===== config.mk =====
export PLATFORM = sky130hd
export DESIGN_NAME = temp_calibrate_running_average_core
export DESIGN_NICKNAME = d
export VERILOG_FILES = /design/src/tcra_pkg.sv /design/src/temp_calibrate_running_average_core.sv
export SDC_FILE = /design/constraint.sdc
export NUM_CORES = 1
export LEC_CHECK = 0
export BUFFER_PORTS_ARGS = -buffer_cell sky130_fd_sc_hd__buf_2
export CELL_PAD_IN_SITES_DETAIL_PLACEMENT = 0
export CELL_PAD_IN_SITES_GLOBAL_PLACEMENT = 2
export CORE_ASPECT_RATIO = 0.6
export CORE_MARGIN = 4
export CORE_UTILIZATION = 40
export CTS_CLUSTER_SIZE = 12
export DETAILED_ROUTE_END_ITERATION = 7
export PLACE_DENSITY_LB_ADDON = 0.1
export SLEW_MARGIN = 20
export SYNTH_ARGS = -nofsm -noshare
export SYNTH_HDL_FRONTEND = slang
export SYNTH_SLANG_ARGS = --single-unit

===== constraint.sdc =====
create_clock -name clock -period 6.55 [get_ports clock]
set_input_delay 0.9825 -clock clock [delete_from_list [all_inputs] [get_ports clock]]
set_output_delay 0.9825 -clock clock [all_outputs]
set_load 0.05 [all_outputs]

===== src/tcra_pkg.sv =====
// Shared constants, register indexes and sequencer states for the calibrated running average.
`timescale 1ns / 1ps

package tcra_pkg;

   // Default averaging window exponent (window = 2**AVG_SHIFT samples)
   localparam int AVG_SHIFT_DEF = 4;

   // Fixed field widths
   localparam int DATA_W    = 16;   // sample and calibration registers
   localparam int OUT_W     = 21;   // averaged temperature, signed
   localparam int CAL_SHIFT = 12;   // product scaling
   localparam int MUL_STEPS = DATA_W;
   localparam int CSR_IDX_W = 8;

   // Configuration register indexes
   localparam logic [CSR_IDX_W-1:0] CSR_OFFSET_ZERO = CSR_IDX_W'(0);
   localparam logic [CSR_IDX_W-1:0] CSR_GAIN_COEF   = CSR_IDX_W'(1);

   // Configuration reset values
   localparam logic [DATA_W-1:0] OFFSET_ZERO_RST = DATA_W'(5740);
   localparam logic [DATA_W-1:0] GAIN_COEF_RST   = DATA_W'(1050);

   // Sequencer states
   typedef enum logic [3:0] {
      ST_IDLE,   // waiting for a sample
      ST_MUL,    // bit-serial sample * gain
      ST_VAL,    // offset minus scaled product
      ST_ACC,    // accumulate and count
      ST_EMA,    // window full: shift average and leak accumulator
      ST_NEG,    // warm-up: take magnitude for the divider
      ST_DIV,    // restoring divide, one quotient bit per cycle
      ST_FIX,    // restore sign and clamp
      ST_OUT     // hand result to output register
   } state_type;

endpackage


===== src/temp_calibrate_running_average_core.sv =====
// Top level: serial calibration, accumulation and averaging of temperature samples.
`timescale 1ns / 1ps

//  channel | direction | handshake            | payload
//  req     | in        | req_valid/req_stall  | req_adc_sample[15:0]
//  rsp     | out       | rsp_valid/rsp_stall  | rsp_avg_temp[20:0] (signed), rsp_warmed_up
//  csr     | in        | csr_valid/csr_ready  | csr_index[7:0], csr_wdata[15:0]
//
//  Each sample runs through the 16-step shift-add multiplier and, in warm-up, the
//  one-bit-per-cycle restoring divider over the accumulator width. A new sample is
//  taken only once the sequencer has returned to idle.
//  Reset is synchronous; it clears the accumulator, count, sequencer and output valid
//  and reloads the calibration registers. A stalled result sits in the output register
//  while the next sample is taken; only the final load waits for it to drain.
module temp_calibrate_running_average_core #(
   parameter int AVG_SHIFT = tcra_pkg::AVG_SHIFT_DEF
) (
   input  logic                                  clock,
   input  logic                                  reset,
   // sample input
   input  logic                                  req_valid,
   output logic                                  req_stall,
   input  logic [tcra_pkg::DATA_W-1:0]           req_adc_sample,
   // result output
   output logic                                  rsp_valid,
   input  logic                                  rsp_stall,
   output logic signed [tcra_pkg::OUT_W-1:0]     rsp_avg_temp,
   output logic                                  rsp_warmed_up,
   // configuration writes
   input  logic                                  csr_valid,
   output logic                                  csr_ready,
   input  logic [tcra_pkg::CSR_IDX_W-1:0]        csr_index,
   input  logic [tcra_pkg::DATA_W-1:0]           csr_wdata
);

   localparam int DATA_W = tcra_pkg::DATA_W;
   localparam int OUT_W  = tcra_pkg::OUT_W;
   localparam int ACC_W  = AVG_SHIFT + 22;
   localparam int CNT_W  = AVG_SHIFT + 1;
   localparam int STEP_W = $clog2(ACC_W);
   localparam int PSH_W  = 2 * DATA_W - tcra_pkg::CAL_SHIFT;

   localparam logic [CNT_W-1:0] CNT_FULL = CNT_W'((1 << AVG_SHIFT) - 1);
   localparam logic signed [ACC_W-1:0] ACC_MAX = {1'b0, {(ACC_W-1){1'b1}}};
   localparam logic signed [ACC_W-1:0] ACC_MIN = {1'b1, {(ACC_W-1){1'b0}}};
   localparam logic signed [ACC_W-1:0] OUT_MAX = ACC_W'((1 << (OUT_W - 1)) - 1);
   localparam logic signed [ACC_W-1:0] OUT_MIN = ~OUT_MAX;

   // clamp a wide signed value to the output range
   function automatic logic signed [OUT_W-1:0] clamp_out(input logic signed [ACC_W-1:0] v);
      logic signed [OUT_W-1:0] r;
      if (v > OUT_MAX) begin
         r = OUT_MAX[OUT_W-1:0];
      end else if (v < OUT_MIN) begin
         r = OUT_MIN[OUT_W-1:0];
      end else begin
         r = v[OUT_W-1:0];
      end
      return r;
   endfunction

   tcra_pkg::state_type state_ff, state_in;

   logic [DATA_W-1:0]       offset_ff, offset_in;
   logic [DATA_W-1:0]       gain_ff, gain_in;
   logic [DATA_W-1:0]       hi_ff, hi_in;       // product high half / partial sum
   logic [DATA_W-1:0]       lo_ff, lo_in;       // multiplier bits, then product low half
   logic [STEP_W-1:0]       step_ff, step_in;
   logic signed [OUT_W-1:0] val_ff, val_in;
   logic signed [ACC_W-1:0] acc_ff, acc_in;
   logic [CNT_W-1:0]        cnt_ff, cnt_in;
   logic                    full_ff, full_in;
   logic                    neg_ff, neg_in;
   logic [ACC_W-1:0]        dq_ff, dq_in;       // dividend shifting out, quotient shifting in
   logic [CNT_W-1:0]        rem_ff, rem_in;
   logic signed [OUT_W-1:0] res_ff, res_in;
   logic                    rsp_valid_ff, rsp_valid_in;
   logic signed [OUT_W-1:0] rsp_avg_ff, rsp_avg_in;
   logic                    rsp_warm_ff, rsp_warm_in;

   // combinational helpers
   logic [DATA_W:0]         mul_sum;
   logic [PSH_W-1:0]        prod_sh;
   logic signed [ACC_W:0]   acc_sum;
   logic signed [ACC_W-1:0] ema_avg;
   logic signed [ACC_W:0]   acc_diff;
   logic [CNT_W:0]          rem_sh;
   logic [CNT_W:0]          rem_sub;
   logic signed [ACC_W-1:0] quot;

   assign req_stall     = reset || (state_ff != tcra_pkg::ST_IDLE);
   assign csr_ready     = !reset;
   assign rsp_valid     = rsp_valid_ff;
   assign rsp_avg_temp  = rsp_avg_ff;
   assign rsp_warmed_up = rsp_warm_ff;

   // datapath terms used by the sequencer
   always_comb begin
      mul_sum  = {1'b0, hi_ff} + (lo_ff[0] ? {1'b0, gain_ff} : {(DATA_W+1){1'b0}});
      prod_sh  = {hi_ff, lo_ff[DATA_W-1:tcra_pkg::CAL_SHIFT]};
      acc_sum  = {acc_ff[ACC_W-1], acc_ff} + {{(ACC_W+1-OUT_W){val_ff[OUT_W-1]}}, val_ff};
      ema_avg  = acc_ff >>> AVG_SHIFT;
      acc_diff = {acc_ff[ACC_W-1], acc_ff} - {ema_avg[ACC_W-1], ema_avg};
      rem_sh   = {rem_ff, dq_ff[ACC_W-1]};
      rem_sub  = rem_sh - {1'b0, cnt_ff};
      quot     = neg_ff ? -signed'(dq_ff) : signed'(dq_ff);
   end

   // state register
   always_ff @(posedge clock) begin
      if (reset) begin
         state_ff <= tcra_pkg::ST_IDLE;
      end else begin
         state_ff <= state_in;
      end
   end

   // control and calibration registers
   always_ff @(posedge clock) begin
      if (reset) begin
         offset_ff    <= tcra_pkg::OFFSET_ZERO_RST;
         gain_ff      <= tcra_pkg::GAIN_COEF_RST;
         acc_ff       <= '0;
         cnt_ff       <= '0;
         rsp_valid_ff <= 1'b0;
      end else begin
         offset_ff    <= offset_in;
         gain_ff      <= gain_in;
         acc_ff       <= acc_in;
         cnt_ff       <= cnt_in;
         rsp_valid_ff <= rsp_valid_in;
      end
   end

   // payload registers
   always_ff @(posedge clock) begin
      hi_ff       <= hi_in;
      lo_ff       <= lo_in;
      step_ff     <= step_in;
      val_ff      <= val_in;
      full_ff     <= full_in;
      neg_ff      <= neg_in;
      dq_ff       <= dq_in;
      rem_ff      <= rem_in;
      res_ff      <= res_in;
      rsp_avg_ff  <= rsp_avg_in;
      rsp_warm_ff <= rsp_warm_in;
   end

   // sequencer: next state and datapath updates
   always_comb begin
      state_in     = state_ff;
      offset_in    = offset_ff;
      gain_in      = gain_ff;
      hi_in        = hi_ff;
      lo_in        = lo_ff;
      step_in      = step_ff;
      val_in       = val_ff;
      acc_in       = acc_ff;
      cnt_in       = cnt_ff;
      full_in      = full_ff;
      neg_in       = neg_ff;
      dq_in        = dq_ff;
      rem_in       = rem_ff;
      res_in       = res_ff;
      rsp_valid_in = rsp_valid_ff;
      rsp_avg_in   = rsp_avg_ff;
      rsp_warm_in  = rsp_warm_ff;

      // result leaves on a completed transfer
      if (rsp_valid_ff && !rsp_stall) begin
         rsp_valid_in = 1'b0;
      end

      // configuration writes; unknown indexes are dropped
      if (csr_valid && csr_ready) begin
         if (csr_index == tcra_pkg::CSR_OFFSET_ZERO) begin
            offset_in = csr_wdata;
         end else if (csr_index == tcra_pkg::CSR_GAIN_COEF) begin
            gain_in = csr_wdata;
         end
      end

      unique case (state_ff)
         tcra_pkg::ST_IDLE: begin
            if (req_valid && !req_stall) begin
               hi_in    = '0;
               lo_in    = req_adc_sample;
               step_in  = STEP_W'(tcra_pkg::MUL_STEPS - 1);
               state_in = tcra_pkg::ST_MUL;
            end
         end
         tcra_pkg::ST_MUL: begin
            // add gain when the low multiplier bit is set, then shift right
            hi_in   = mul_sum[DATA_W:1];
            lo_in   = {mul_sum[0], lo_ff[DATA_W-1:1]};
            step_in = step_ff - STEP_W'(1);
            if (step_ff == '0) begin
               state_in = tcra_pkg::ST_VAL;
            end
         end
         tcra_pkg::ST_VAL: begin
            val_in   = signed'(OUT_W'(offset_ff) - OUT_W'(prod_sh));
            state_in = tcra_pkg::ST_ACC;
         end
         tcra_pkg::ST_ACC: begin
            // saturating accumulate
            if (acc_sum[ACC_W] != acc_sum[ACC_W-1]) begin
               acc_in = acc_sum[ACC_W] ? ACC_MIN : ACC_MAX;
            end else begin
               acc_in = acc_sum[ACC_W-1:0];
            end
            if (cnt_ff == CNT_FULL) begin
               full_in  = 1'b1;
               state_in = tcra_pkg::ST_EMA;
            end else begin
               cnt_in   = cnt_ff + CNT_W'(1);
               full_in  = 1'b0;
               state_in = tcra_pkg::ST_NEG;
            end
         end
         tcra_pkg::ST_EMA: begin
            res_in = clamp_out(ema_avg);
            if (acc_diff[ACC_W] != acc_diff[ACC_W-1]) begin
               acc_in = acc_diff[ACC_W] ? ACC_MIN : ACC_MAX;
            end else begin
               acc_in = acc_diff[ACC_W-1:0];
            end
            state_in = tcra_pkg::ST_OUT;
         end
         tcra_pkg::ST_NEG: begin
            neg_in   = acc_ff[ACC_W-1];
            dq_in    = acc_ff[ACC_W-1] ? ACC_W'(-acc_ff) : ACC_W'(acc_ff);
            rem_in   = '0;
            step_in  = STEP_W'(ACC_W - 1);
            state_in = tcra_pkg::ST_DIV;
         end
         tcra_pkg::ST_DIV: begin
            // one restoring step per cycle; divisor is the sample count
            if (!rem_sub[CNT_W]) begin
               rem_in = rem_sub[CNT_W-1:0];
               dq_in  = {dq_ff[ACC_W-2:0], 1'b1};
            end else begin
               rem_in = rem_sh[CNT_W-1:0];
               dq_in  = {dq_ff[ACC_W-2:0], 1'b0};
            end
            step_in = step_ff - STEP_W'(1);
            if (step_ff == '0) begin
               state_in = tcra_pkg::ST_FIX;
            end
         end
         tcra_pkg::ST_FIX: begin
            res_in   = clamp_out(quot);
            state_in = tcra_pkg::ST_OUT;
         end
         tcra_pkg::ST_OUT: begin
            // load output once the previous result is gone or leaving
            if (!rsp_valid_ff || !rsp_stall) begin
               rsp_valid_in = 1'b1;
               rsp_avg_in   = res_ff;
               rsp_warm_in  = full_ff;
               state_in     = tcra_pkg::ST_IDLE;
            end
         end
         default: begin
            state_in = tcra_pkg::ST_IDLE;
         end
      endcase
   end

endmodule


==> results of run 1 <==
[synth_stat cells, drive strengths merged, types with 28 or more instances]
cell type and instances:
edfxtp 134, dfxtp 68, nand2 180, ha 96, inv 84, o21ai 141, nand3 28, clkbuf 40
nor2 112, a21oi 75, mux2i 33, xnor2 89, xor2 29
[worst max-delay path, cell delays in order (launching register included)]
cell and delay [ns]:
dfxtp_1 0.38, inv_1 0.11, ha_1 0.24, fa_1 0.39
nand2b_1 0.21, a21oi_1 0.21, o21ai_1 0.17, o21ai_0 0.53
a31oi_1 0.30, and3_1 0.36, nor2_1 0.58, o21ai_0 0.19
a41oi_1 0.24
[layout make-up]
| class | count | area share (%) |
|---|---|---|
| clock inverter | 12 | 0.569 |
| inverter | 84 | 2.11 |
| multi-input combinational | 1122 | 50.2 |
| timing repair buffer | 87 | 3.22 |
| sequential | 202 | 36.0 |
| tap | 450 | 3.77 |
| clock buffer | 30 | 4.09 |
[placed cells by master, fill, tap and decap left out, drive strengths merged, types with 16 or more instances in the layout]
cell	synthesis	layout
edfxtp	134	134
and2	24	24
nor3	16	16
inv	84	85
a31oi	26	26
nand2b	22	22
nor2	112	112
buf	10	87
xor2	29	29
nor2b	16	16
a21oi	75	75
ha	96	96
clkbuf	40	30
o21ai	141	141
nand2	180	180
nand3	28	28
dfxtp	68	68
a21o	24	24
xnor2	89	89
mux2i	33	33
a21boi	27	27
[routing by layer]
metal  vias to the layer above  wire (µm)  GRT usage [%]
li1                       5425          -              -
met1                      5117      21300           34.2
met2                       232      12600           25.1
met3                        28       1580           2.78
met4                         0        455           2.98
met5                         -          0              0
[worst paths after layout]
kind,slack (ns),from,endpoint
worst max-delay path,2.56,acc_ff[0]$_SDFFE_PP0P_,acc_ff[6]$_SDFFE_PP0P_
worst min-delay path,0.42,res_ff[18]$_DFFE_PP_,rsp_avg_temp[18]$_DFFE_PP_
worst max register to register,2.56,acc_ff[0]$_SDFFE_PP0P_,acc_ff[6]$_SDFFE_PP0P_
worst min register to register,0.42,res_ff[18]$_DFFE_PP_,rsp_avg_temp[18]$_DFFE_PP_
[per-stage QoR]
step	power [mW]	cells
after floorplan	2.98	1458
after global placement	3.45	1945
after detailed placement	3.45	1945
after CTS	4.72	1987
after global routing	5.02	1987
final	4.69	1987
[registers in the layout, summed over array words and instances (netlist names)]
name           cells
acc_ff            26
cnt_ff             5
dq_ff             26
full_ff            1
gain_ff           16
hi_ff             16
lo_ff             16
neg_ff             1
offset_ff         16
rem_ff             5
res_ff            21
rsp_avg_temp      21
rsp_valid          1
rsp_warmed_up      1
state_ff           4
step_ff            5
val_ff            21
[cell families (layout without fill, tap and decap cells)]
family	count (synthesis)	in the layout
simple gates	471	471
mux	37	37
fa+ha+maj	101	101
xor+xnor	118	118
compound gates	395	395
flops	202	202
buf+inv	134	213
[power groups by stage]
stage / Combinational, mW / Sequential (mW) / Clock (mW)
finish: 1.77 / 1.67 / 1.24
global route: 1.99 / 1.69 / 1.34
CTS: 1.76 / 1.67 / 1.28
detailed placement: 1.75 / 1.70 / 0
global placement: 1.75 / 1.70 / 0
floorplan: 1.32 / 1.66 / 0
==> results.tsv, run 1 <==
stage	metric	value	unit
synth	syn_inst	1458	
clock_network	cts_root_buffer	clkbuf_16	
synth	yosysSeqAreaShare	40.2	%
floorplan	pin_count	70	
final_layout	regArea	0.00539	mm²
clock_network	cts_resized	0	
synth	syn-num-nets	1604	
floorplan	die_h	150	µm
placed_design	portBuffers	69	
route	drtPass1Iterations	5	
timing	min_period	3.99	ns
clock_network	clk_path_buf_depth	3	
synth	ys_types	72	
timing	finalMaxSlewViolations	0	
critical_path	required	7.00	ns
pwr	seq_power_share	35.7	%
synth	ys.flop_type	edfxtp_1	
timing	finalHoldViolCount	0	
critical_path	critPathKind	reg -> reg	
global_routing	grt_overflow	0	
final_layout	n_antenna_cell	0	
route	drt_iter0_markers	810	
critical_path	startpoint_type	flip-flop	
timing	rsz0062_at_grt	false	
pwr	p_int	2.95	mW
floorplan	initial_core_util	41.0	%
status	status	complete, no violations	
placed_design	postPlaceCellArea	0.0142	mm²
global_routing	grt_pass1_wl	57800	µm
global_routing	grt_max_degree	54	
synth	yosys.area.top_type	edfxtp_1	
final_layout	drive_above_1_share	9.63	%
placed_design	hpwl	27700	µm
route	drcViolationCount	0	
synth	ys_ff_latch	202	
global_routing	grt_use_total	19.7	%
synth	synth_mux_area_share	2.81	%
clock_network	cts_hold_buffers	0	
global_routing	antenna_found_initial	0	
final_layout	fin_nets	1666	
timing	setup_slack	2.56	ns
final_layout	design_area	0.0149	mm²
clock_network	clk_pin_slew	0.06	ns
timing	worst-slew-pin-transition	0.972	ns
final_layout	multi_input_area	0.00750	mm²
synth	synth_compound_area_share	18.8	%
route	wl	35900	µm
job	drv_cap	0	
route	viasPerCell	5.44	
synth	syn-mean-instance-area	9.18	µm²
floorplan	fp.coreArea	0.0327	mm²
pwr	p_sw	1.74	mW
floorplan	die_w	244	µm
final_layout	syn2layout_area_growth	11.7	%
synth	synth_warnings	0	
synth	yosys.area_share.xor_xnor	7.72	%
timing	slew_headroom	35.0	%
synth	postSynth.asyncResetShare	0	%
synth	yosys.area_share.adder	9.73	%
worst_hold_path	hold_path_depth	0	
critical_path	r2r_cells	12	
worst_hold_path	hold_class	reg -> reg	
final_layout	fill_cells	3264	
critical_path	crit_fanout	11	
route	vias	10802	
synth	syn_area	0.0134	mm²
timing	fin_skew	0.0111	ns
route	ant_nets	0	
pwr	comb_power_share	37.8	%
timing	finalCritPeriodShare	60.9	%
route	routedWlPerCell	18.1	µm
clock_network	insertion_delay	0.53	ns
pwr	swShare	37.1	%
pwr	p_leak	5.95	nW
placed_design	pre_cts_ws	2.61	ns
floorplan	rows	51	
global_routing	grt_pass1_vias	10148	
synth	synth_top_family_by_area	compound AO/OA/AOI/OAI gates	
clock_network	cts_made_buffers	23	
clock_network	cts_setup_buffers	0	
floorplan	die-area	0.0365	mm²
synth	synth-simple-area-share	16.7	%
synth	yosysTopAreaCellShare	30.1	%
pwr	power.density	314	mW/mm²
pwr	ir_drop	0.000198	V
timing	setup_viol	0	
clock_network	cts_max_level	1	
clock_network	cts.sinks	202	
synth	synth_area_leaders	edfxtp_1 (30%), dfxtp_1 (10%), ha_1 (9.0%), xnor2_1 (5.8%), o21ai_0 (5.2%)	
timing	fmax	251	MHz
final_layout	final_util	45.7	%
placed_design	gp_congestion	0.908	
critical_path	endpoint_kind	flip-flop	
synth	synth_edf_count	134	
timing	final.setup.tns	0	ns
pwr	power_frac_clock	26.5	%
critical_path	critPathArrivalTime	4.43	ns
timing	holdWs	0.418	ns
clock_network	cts_tree	done	
Power figures use the tool's default switching activity.
==> inputs of run 2 (changes only) <==
==> constraint.sdc (replaced) <==
create_clock -name clock -period 3.8 [get_ports clock]
set_input_delay 0.57 -clock clock [delete_from_list [all_inputs] [get_ports clock]]
set_output_delay 0.57 -clock clock [all_outputs]
set_load 0.05 [all_outputs]
==> results.tsv, run 2 (synthesis gave the netlist of run 1 again) <==
stage	metric	value	unit	change
status	status	complete, no violations		unchanged
timing	setup_viol	0		unchanged
critical_path	r2r_end	acc_ff[8]$_SDFFE_PP0P_		was acc_ff[6]$_SDFFE_PP0P_
global_routing	antenna_found_initial	0		unchanged
clock_network	cts_tree	done		unchanged
timing	finalMaxSlewViolations	0		unchanged
final_layout	reg_top3	acc_ff (26), dq_ff (26)		unchanged
critical_path	cp_top_family	compound AO/OA/AOI/OAI gates		unchanged
route	drcViolationCount	0		unchanged
clock_network	clk_pin_slew	0.06	ns	about the same
global_routing	grt_pass1_vias	10259		was 10,148
worst_hold_path	hold_class	in -> reg		was reg -> reg
job	drv_cap	0		unchanged
final_layout	final_util	47.2	%	was 45.7%
timing	final.setup.tns	0	ns	unchanged
final_layout	fin_nets	1702		was 1,666
global_routing	grt_pass1_wl	59300	µm	was 57,800 µm
clock_network	cts_made_buffers	24		was 23
critical_path	crit_slowest_cell	or4_1		was nor2_1
timing	fmax	283	MHz	was 251 MHz
floorplan	die_w	244	µm	unchanged
pwr	power.density	570	mW/mm²	was 314 mW/mm²
critical_path	max_stage_delay	0.52	ns	was 0.58 ns
global_routing	grt_use_total	20.4	%	was 19.7%
timing	worst-slew-pin-transition	0.974	ns	was 0.972 ns
critical_path	reg2reg_from	acc_ff[2]$_SDFFE_PP0P_		was acc_ff[0]$_SDFFE_PP0P_
critical_path	cp_cell_sequence	ha_1 -> o21ai_0 -> o21bai_1 -> o311ai_1 -> nand3b_1 -> a32oi_1 -> mux2_2 -> or4_1 -> a41oi_1		was inv_1 -> ha_1 -> fa_1 -> nand2b_1 -> a21oi_1 -> o21ai_1 -> o21ai_0 -> a31oi_1 -> and3_1 -> nor2_1 -> o21ai_0 -> a41oi_1
timing	fin_skew	0.0103	ns	was 0.0111 ns
final_layout	final_cell_mix	nand2_1 (179), o21ai_0 (139), edfxtp_1 (134)		unchanged
route	drtPass1Iterations	6		was 5
final_layout	mostFrequentLayoutCell	nand2_1		unchanged
final_layout	multi_input_area	0.00750	mm²	unchanged
timing	holdWs	0.248	ns	was 0.418 ns
timing	setup_slack	0.262	ns	was 2.56 ns
placed_design	pre_cts_ws	0.322	ns	was 2.61 ns
pwr	ir_drop	0.000536	V	was 0.000198 V
floorplan	rows	51		unchanged
critical_path	required	4.26	ns	was 7.00 ns
critical_path	startpoint_type	flip-flop		unchanged
pwr	p_leak	6.21	nW	was 5.95 nW
final_layout	regArea	0.00539	mm²	unchanged
final_layout	drive_above_1_share	11.9	%	was 9.63%
worst_hold_path	min_to	offset_ff[10]$_SDFFE_PP1P_		was rsp_avg_temp[18]$_DFFE_PP_
final_layout	n_antenna_cell	0		unchanged
global_routing	grt_max_degree	54		unchanged
placed_design	portBuffers	69		unchanged
floorplan	pin_count	70		unchanged
floorplan	die-area	0.0365	mm²	unchanged
clock_network	cts_root_buffer	clkbuf_16		unchanged
route	drt_iter0_markers	1154		was 810
global_routing	grt_overflow	0		unchanged
critical_path	critPathKind	reg -> reg		unchanged
timing	slew_headroom	34.9	%	was 35.0%
route	vias	10802		unchanged
critical_path	crit_fanout	8		was 11
timing	rsz0062_at_grt	false		unchanged
critical_path	endpoint_kind	flip-flop		unchanged
route	ant_nets	0		unchanged
route	viasPerCell	5.34		was 5.44
floorplan	fp.coreArea	0.0327	mm²	unchanged
clock_network	cts_max_level	1		unchanged
clock_network	insertion_delay	0.54	ns	was 0.53 ns
placed_design	hpwl	28600	µm	was 27,700 µm
clock_network	cts_hold_buffers	0		unchanged
worst_hold_path	min_from	csr_wdata[10]		was res_ff[18]$_DFFE_PP_
timing	finalCritPeriodShare	93.1	%	was 60.9%
clock_network	cts_setup_buffers	0		unchanged
final_layout	fill_cells	3224		was 3,264
timing	min_period	3.54	ns	was 3.99 ns
critical_path	r2r_slack	0.26	ns	was 2.56 ns
critical_path	r2r_cells	9		was 12
clock_network	cts_resized	0		unchanged
worst_hold_path	hold_path_depth	3		was 0
placed_design	gp_congestion	0.900		was 0.908
critical_path	critPathArrivalTime	4.00	ns	was 4.43 ns
route	wl	37000	µm	was 35,900 µm
floorplan	die_h	150	µm	unchanged
timing	finalHoldViolCount	0		unchanged
critical_path	worst-path-buf-inv	0		was 1
route	routedWlPerCell	18.3	µm	was 18.1 µm
final_layout	syn2layout_area_growth	15.2	%	was 11.7%
clock_network	clk_path_buf_depth	3		unchanged
clock_network	cts.sinks	202		unchanged
floorplan	initial_core_util	41.0	%	unchanged
run 2: cell count changes in the layout (fill, tap and decap cells not counted), moves of 2 or more:
cell,before,now
buf_4,18,51
clkinv_1,3,1
buf_12,0,2
clkinv_2,7,4
bufinv_16,1,5
clkbuf_16,23,26
run 2: layout make-up:
type,count,share of cell area [%]
Multi-Input combinational cell,1122,48.7
Sequential cell,202,34.9
Timing Repair Buffer,122,4.98
Clock buffer,33,4.52
Tap cell,450,3.65
Inverter,84,2.05
Clock inverter,11,1.18
run 2: routing by layer:
metal  GRT usage [%]  part of all wire, %
met2            24.9                   34
met4            2.87                  1.3
met5               0                    0
met1            36.1                   59
met3            3.40                  5.9
run 2: how the worst max path moves through the flow:
| stage | start | endpoint | slack, ns | cells past startpoint |
|---|---|---|---|---|
| CTS | acc_ff[2]$_SDFFE_PP0P_ | acc_ff[8]$_SDFFE_PP0P_ | 0.29 | 9 |
| floorplan | reset | step_ff[0]$_DFFE_PP_ | 0.70 | 5 |
| global route | lo_ff[0]$_DFFE_PP_ | hi_ff[13]$_SDFFCE_PN0P_ | 0.01 | 13 |
| detailed placement | acc_ff[2]$_SDFFE_PP0P_ | acc_ff[8]$_SDFFE_PP0P_ | 0.32 | 9 |
| finish | acc_ff[2]$_SDFFE_PP0P_ | acc_ff[8]$_SDFFE_PP0P_ | 0.26 | 9 |
| global placement | val_ff[1]$_DFFE_PP_ | acc_ff[2]$_SDFFE_PP0P_ | 0.41 | 11 |
run 2: through the flow:
stage | cells | area, µm² | power (mW)
after floorplan | 1458 | 13400 | 5.14
after global placement | 1980 | 14500 | 6.17
after detailed placement | 1980 | 14500 | 6.17
after CTS | 2024 | 15400 | 8.82
after global routing | 2024 | 15400 | 9.36
final | 2024 | 15400 | 8.78
run 2: worst register-to-register path, delay by kind of cell, from the launching register on:
family | cells | cell delay, ns
muxes | 1 | 0.43
AOI/OAI and AO/OA | 5 | 1.42
DFF | 1 | 0.51
adders and majority gates | 1 | 0.34
and+or+nand+nor | 2 | 0.75
run 2: where the power goes:
group	leakage, nW	internal, mW	switching, mW	total (mW)
sequential	1.77	2.70	0.157	2.86
combinational	4.01	1.36	1.95	3.31
clock	0.429	1.62	0.986	2.61
==> inputs of run 3 (changes only) <==
--- a/config.mk
+++ b/config.mk
@@ -9,10 +9,10 @@
 export CELL_PAD_IN_SITES_DETAIL_PLACEMENT = 0
 export CELL_PAD_IN_SITES_GLOBAL_PLACEMENT = 2
 export CORE_ASPECT_RATIO = 0.6
-export CORE_MARGIN = 4
-export CORE_UTILIZATION = 40
+export CORE_UTILIZATION = 36
 export CTS_CLUSTER_SIZE = 12
 export DETAILED_ROUTE_END_ITERATION = 7
+export MAX_ROUTING_LAYER = met4
 export PLACE_DENSITY_LB_ADDON = 0.1
 export SLEW_MARGIN = 20
 export SYNTH_ARGS = -nofsm -noshare
==> constraint.sdc (replaced) <==
create_clock -name clock -period 3.1 [get_ports clock]
set_input_delay 0.465 -clock clock [delete_from_list [all_inputs] [get_ports clock]]
set_output_delay 0.465 -clock clock [all_outputs]
set_load 0.05 [all_outputs]
==> results.tsv, run 3 (synthesis gave the netlist of run 1 again) <==
stage	metric	value	unit	change
timing	finalHoldViolCount	0		unchanged
route	drcViolationCount	0		unchanged
clock_network	clk_pin_slew	0.06	ns	about the same
final_layout	fin_cells	2200		was 2,024
final_layout	final_cell_mix	buf_4 (195), nand2_1 (178), edfxtp_1 (134)		was nand2_1 (179), o21ai_0 (139), edfxtp_1 (134)
pwr	swShare	36.1	%	was 35.3%
floorplan	die-area	0.0380	mm²	was 0.0365 mm²
status	violations	negative setup slack		
route	viasPerCell	5.23		was 5.34
critical_path	startpoint_type	flip-flop		unchanged
critical_path	crit_start	val_ff[0]$_DFFE_PP_		was acc_ff[2]$_SDFFE_PP0P_
pwr	p_sw	3.97	mW	was 3.10 mW
clock_network	insertion_delay	0.54	ns	about the same
final_layout	fin_nets	1853		was 1,702
route	vias	11499		was 10,802
critical_path	endpoint_kind	flip-flop		unchanged
critical_path	critPathCapture	acc_ff[22]$_SDFFE_PP0P_		was acc_ff[8]$_SDFFE_PP0P_
clock_network	cts_made_buffers	23		was 24
pwr	ir_drop	0.000359	V	was 0.000536 V
placed_design	gp_congestion	0.902		was 0.900
timing	slew_headroom	45.8	%	was 34.9%
final_layout	syn2layout_area_growth	26.1	%	was 15.2%
critical_path	reg2reg_from	val_ff[0]$_DFFE_PP_		was acc_ff[2]$_SDFFE_PP0P_
timing	finalCritPeriodShare	104	%	was 93.1%
floorplan	initial_core_util	36.7	%	was 41.0%
final_layout	n_antenna_cell	0		unchanged
timing	final.setup.tns	-1.87	ns	was 0 ns
critical_path	required	3.54	ns	was 4.26 ns
placed_design	place_inst	2145		was 1,980
route	ant_nets	0		unchanged
global_routing	antenna_found_initial	0		unchanged
timing	setup_slack	-0.124	ns	was 0.262 ns
global_routing	grt_pass1_wl	62000	µm	was 59,300 µm
pwr	seq_power_share	31.6	%	was 32.6%
global_routing	grt_use_total	21.6	%	was 20.4%
route	routedWlPerCell	18.0	µm	was 18.3 µm
floorplan	rows	54		was 51
status	status	finished with violations		was complete, no violations
pwr	power_frac_clock	24.9	%	was 29.7%
placed_design	hpwl	30500	µm	was 28,600 µm
floorplan	die_h	151	µm	was 150 µm
timing	fmax	310	MHz	was 283 MHz
route	wl	39600	µm	was 37,000 µm
placed_design	portBuffers	69		unchanged
critical_path	cp_cell_sequence	ha_4 -> buf_4 -> a211oi_4 -> o21bai_2 -> o311ai_1 -> buf_4 -> nand3b_1 -> a32oi_2 -> nand2b_1 -> buf_4 -> a211oi_4 -> buf_6 -> o21ai_1 -> a32o_1		was ha_1 -> o21ai_0 -> o21bai_1 -> o311ai_1 -> nand3b_1 -> a32oi_1 -> mux2_2 -> or4_1 -> a41oi_1
critical_path	r2r_slack	-0.12	ns	was 0.26 ns
pwr	p_int	7.03	mW	was 5.68 mW
pwr	p_leak	6.96	nW	was 6.21 nW
critical_path	critPathKind	reg -> reg		unchanged
route	drt_iter0_markers	739		was 1,154
timing	holdWs	0.148	ns	was 0.248 ns
critical_path	cp_top_family	compound AO/OA/AOI/OAI gates		unchanged
timing	finalMaxSlewViolations	0		unchanged
clock_network	cts_max_level	1		unchanged
clock_network	cts_tree	done		unchanged
timing	fin_skew	0.0146	ns	was 0.0103 ns
pwr	comb_power_share	43.5	%	was 37.8%
critical_path	r2r_cells	14		was 9
timing	worst-slew-pin-transition	0.809	ns	was 0.974 ns
clock_network	cts.sinks	202		unchanged
floorplan	pin_count	70		unchanged
critical_path	cp_common_cell	buf_4		
clock_network	cts_root_buffer	clkbuf_16		unchanged
critical_path	worst-path-stages	14		was 9
route	drtPass1Iterations	5		was 6
critical_path	critPathArrivalTime	3.66	ns	was 4.00 ns
global_routing	grt_max_degree	55		was 54
global_routing	grt_pass1_vias	10749		was 10,259
critical_path	crit_fanout	7		was 8
timing	setup_viol	22		was 0
floorplan	fp.coreArea	0.0365	mm²	was 0.0327 mm²
floorplan	die_w	251	µm	was 244 µm
final_layout	reg_top3	acc_ff (26), dq_ff (26)		unchanged
worst_hold_path	hold_class	in -> reg		unchanged
timing	min_period	3.22	ns	was 3.54 ns
job	drv_cap	0		unchanged
final_layout	design_area	0.0169	mm²	was 0.0154 mm²
final_layout	mostFrequentLayoutCell	buf_4		was nand2_1
placed_design	postPlaceCellArea	0.0156	mm²	was 0.0145 mm²
clock_network	clk_path_buf_depth	3		unchanged
critical_path	max_stage_delay	0.42	ns	was 0.52 ns
timing	rsz0062_at_grt	true		was false
critical_path	crit_slowest_cell	edfxtp_1		was or4_1
critical_path	worst-path-buf-inv	4		was 0
pwr	power.density	652	mW/mm²	was 570 mW/mm²
critical_path	r2r_end	acc_ff[22]$_SDFFE_PP0P_		was acc_ff[8]$_SDFFE_PP0P_
global_routing	grt_overflow	0		unchanged
final_layout	drive_above_1_share	23.1	%	was 11.9%
## run 3: through the flow
stage | util [%] | total power, mW | worst slack, ns
2_1_floorplan | - | 6.30 | 0.105
3_3_place_gp | 42.8 | 8.06 | -0.188
3_5_place_dp | 42.8 | 8.02 | -0.379
4_1_cts | 45.3 | 10.9 | -0.123
5_1_grt | 46.3 | 11.7 | -0.231
6_report | 46.3 | 11.0 | -0.124
## run 3: worst min path at each step
stage | slack (ns) | depth (start not counted) | endpoint | from
detailed placement | 0.40 | 0 | rsp_avg_temp[16]$_DFFE_PP_ | res_ff[16]$_DFFE_PP_
global placement | 0.40 | 0 | rsp_avg_temp[18]$_DFFE_PP_ | res_ff[18]$_DFFE_PP_
finish | 0.15 | 3 | gain_ff[10]$_SDFFE_PP1P_ | csr_wdata[10]
floorplan | 0.40 | 0 | rsp_avg_temp[0]$_DFFE_PP_ | res_ff[0]$_DFFE_PP_
CTS | 0.12 | 3 | gain_ff[10]$_SDFFE_PP1P_ | csr_wdata[10]
global route | 0.16 | 3 | gain_ff[1]$_SDFFE_PP1P_ | csr_wdata[1]
## run 3: cell type report
class,instances,area (µm²)
inverters,84,315
well taps,476,596
clock buffers,34,668
fillers,3581,19600
flip-flops and latches,202,5400
repair buffers,274,1960
clock inverters,8,68.8
multi-input cells,1122,7870
## run 3: power by group through the flow
stage,clock network (mW),logic [mW],registers [mW]
floorplan,0,2.81,3.50
global placement,0,4.53,3.52
detailed placement,0,4.49,3.53
CTS,2.84,4.62,3.47
global route,2.93,5.31,3.50
finish,2.74,4.78,3.47
## run 3: routing by layer
layer  share of wire [%]  wire [µm]  GRT usage (%)  vias to the layer above
li1                    -          -              -                     5792
met1                  58      23100           36.0                     5423
met2                  35      13900           25.9                      246
met3                 5.4       2150           3.44                       38
met4                 1.3        523           3.14                        0
met5                   0          0              -                        -
## run 3: timing repair
| action | 4_1_cts | 5_1_grt |
|---|---|---|
| gates resized for setup | 47 | 58 |
| pin swaps | 17 | 25 |
| setup endpoints to repair | 29 | 56 |
| setup buffers | 5 | 8 |
| gates cloned | 1 | 0 |
| hold buffers | 0 | 0 |
## run 3: worst reg2reg max path, delay by kind of cell (launching register included)
family	cells	cell delay [ns]
and+or+nand+nor	2	0.26
AOI/OAI and AO/OA	7	1.57
DFF	1	0.42
buffers and inverters	4	0.70
adders and majority gates	1	0.19
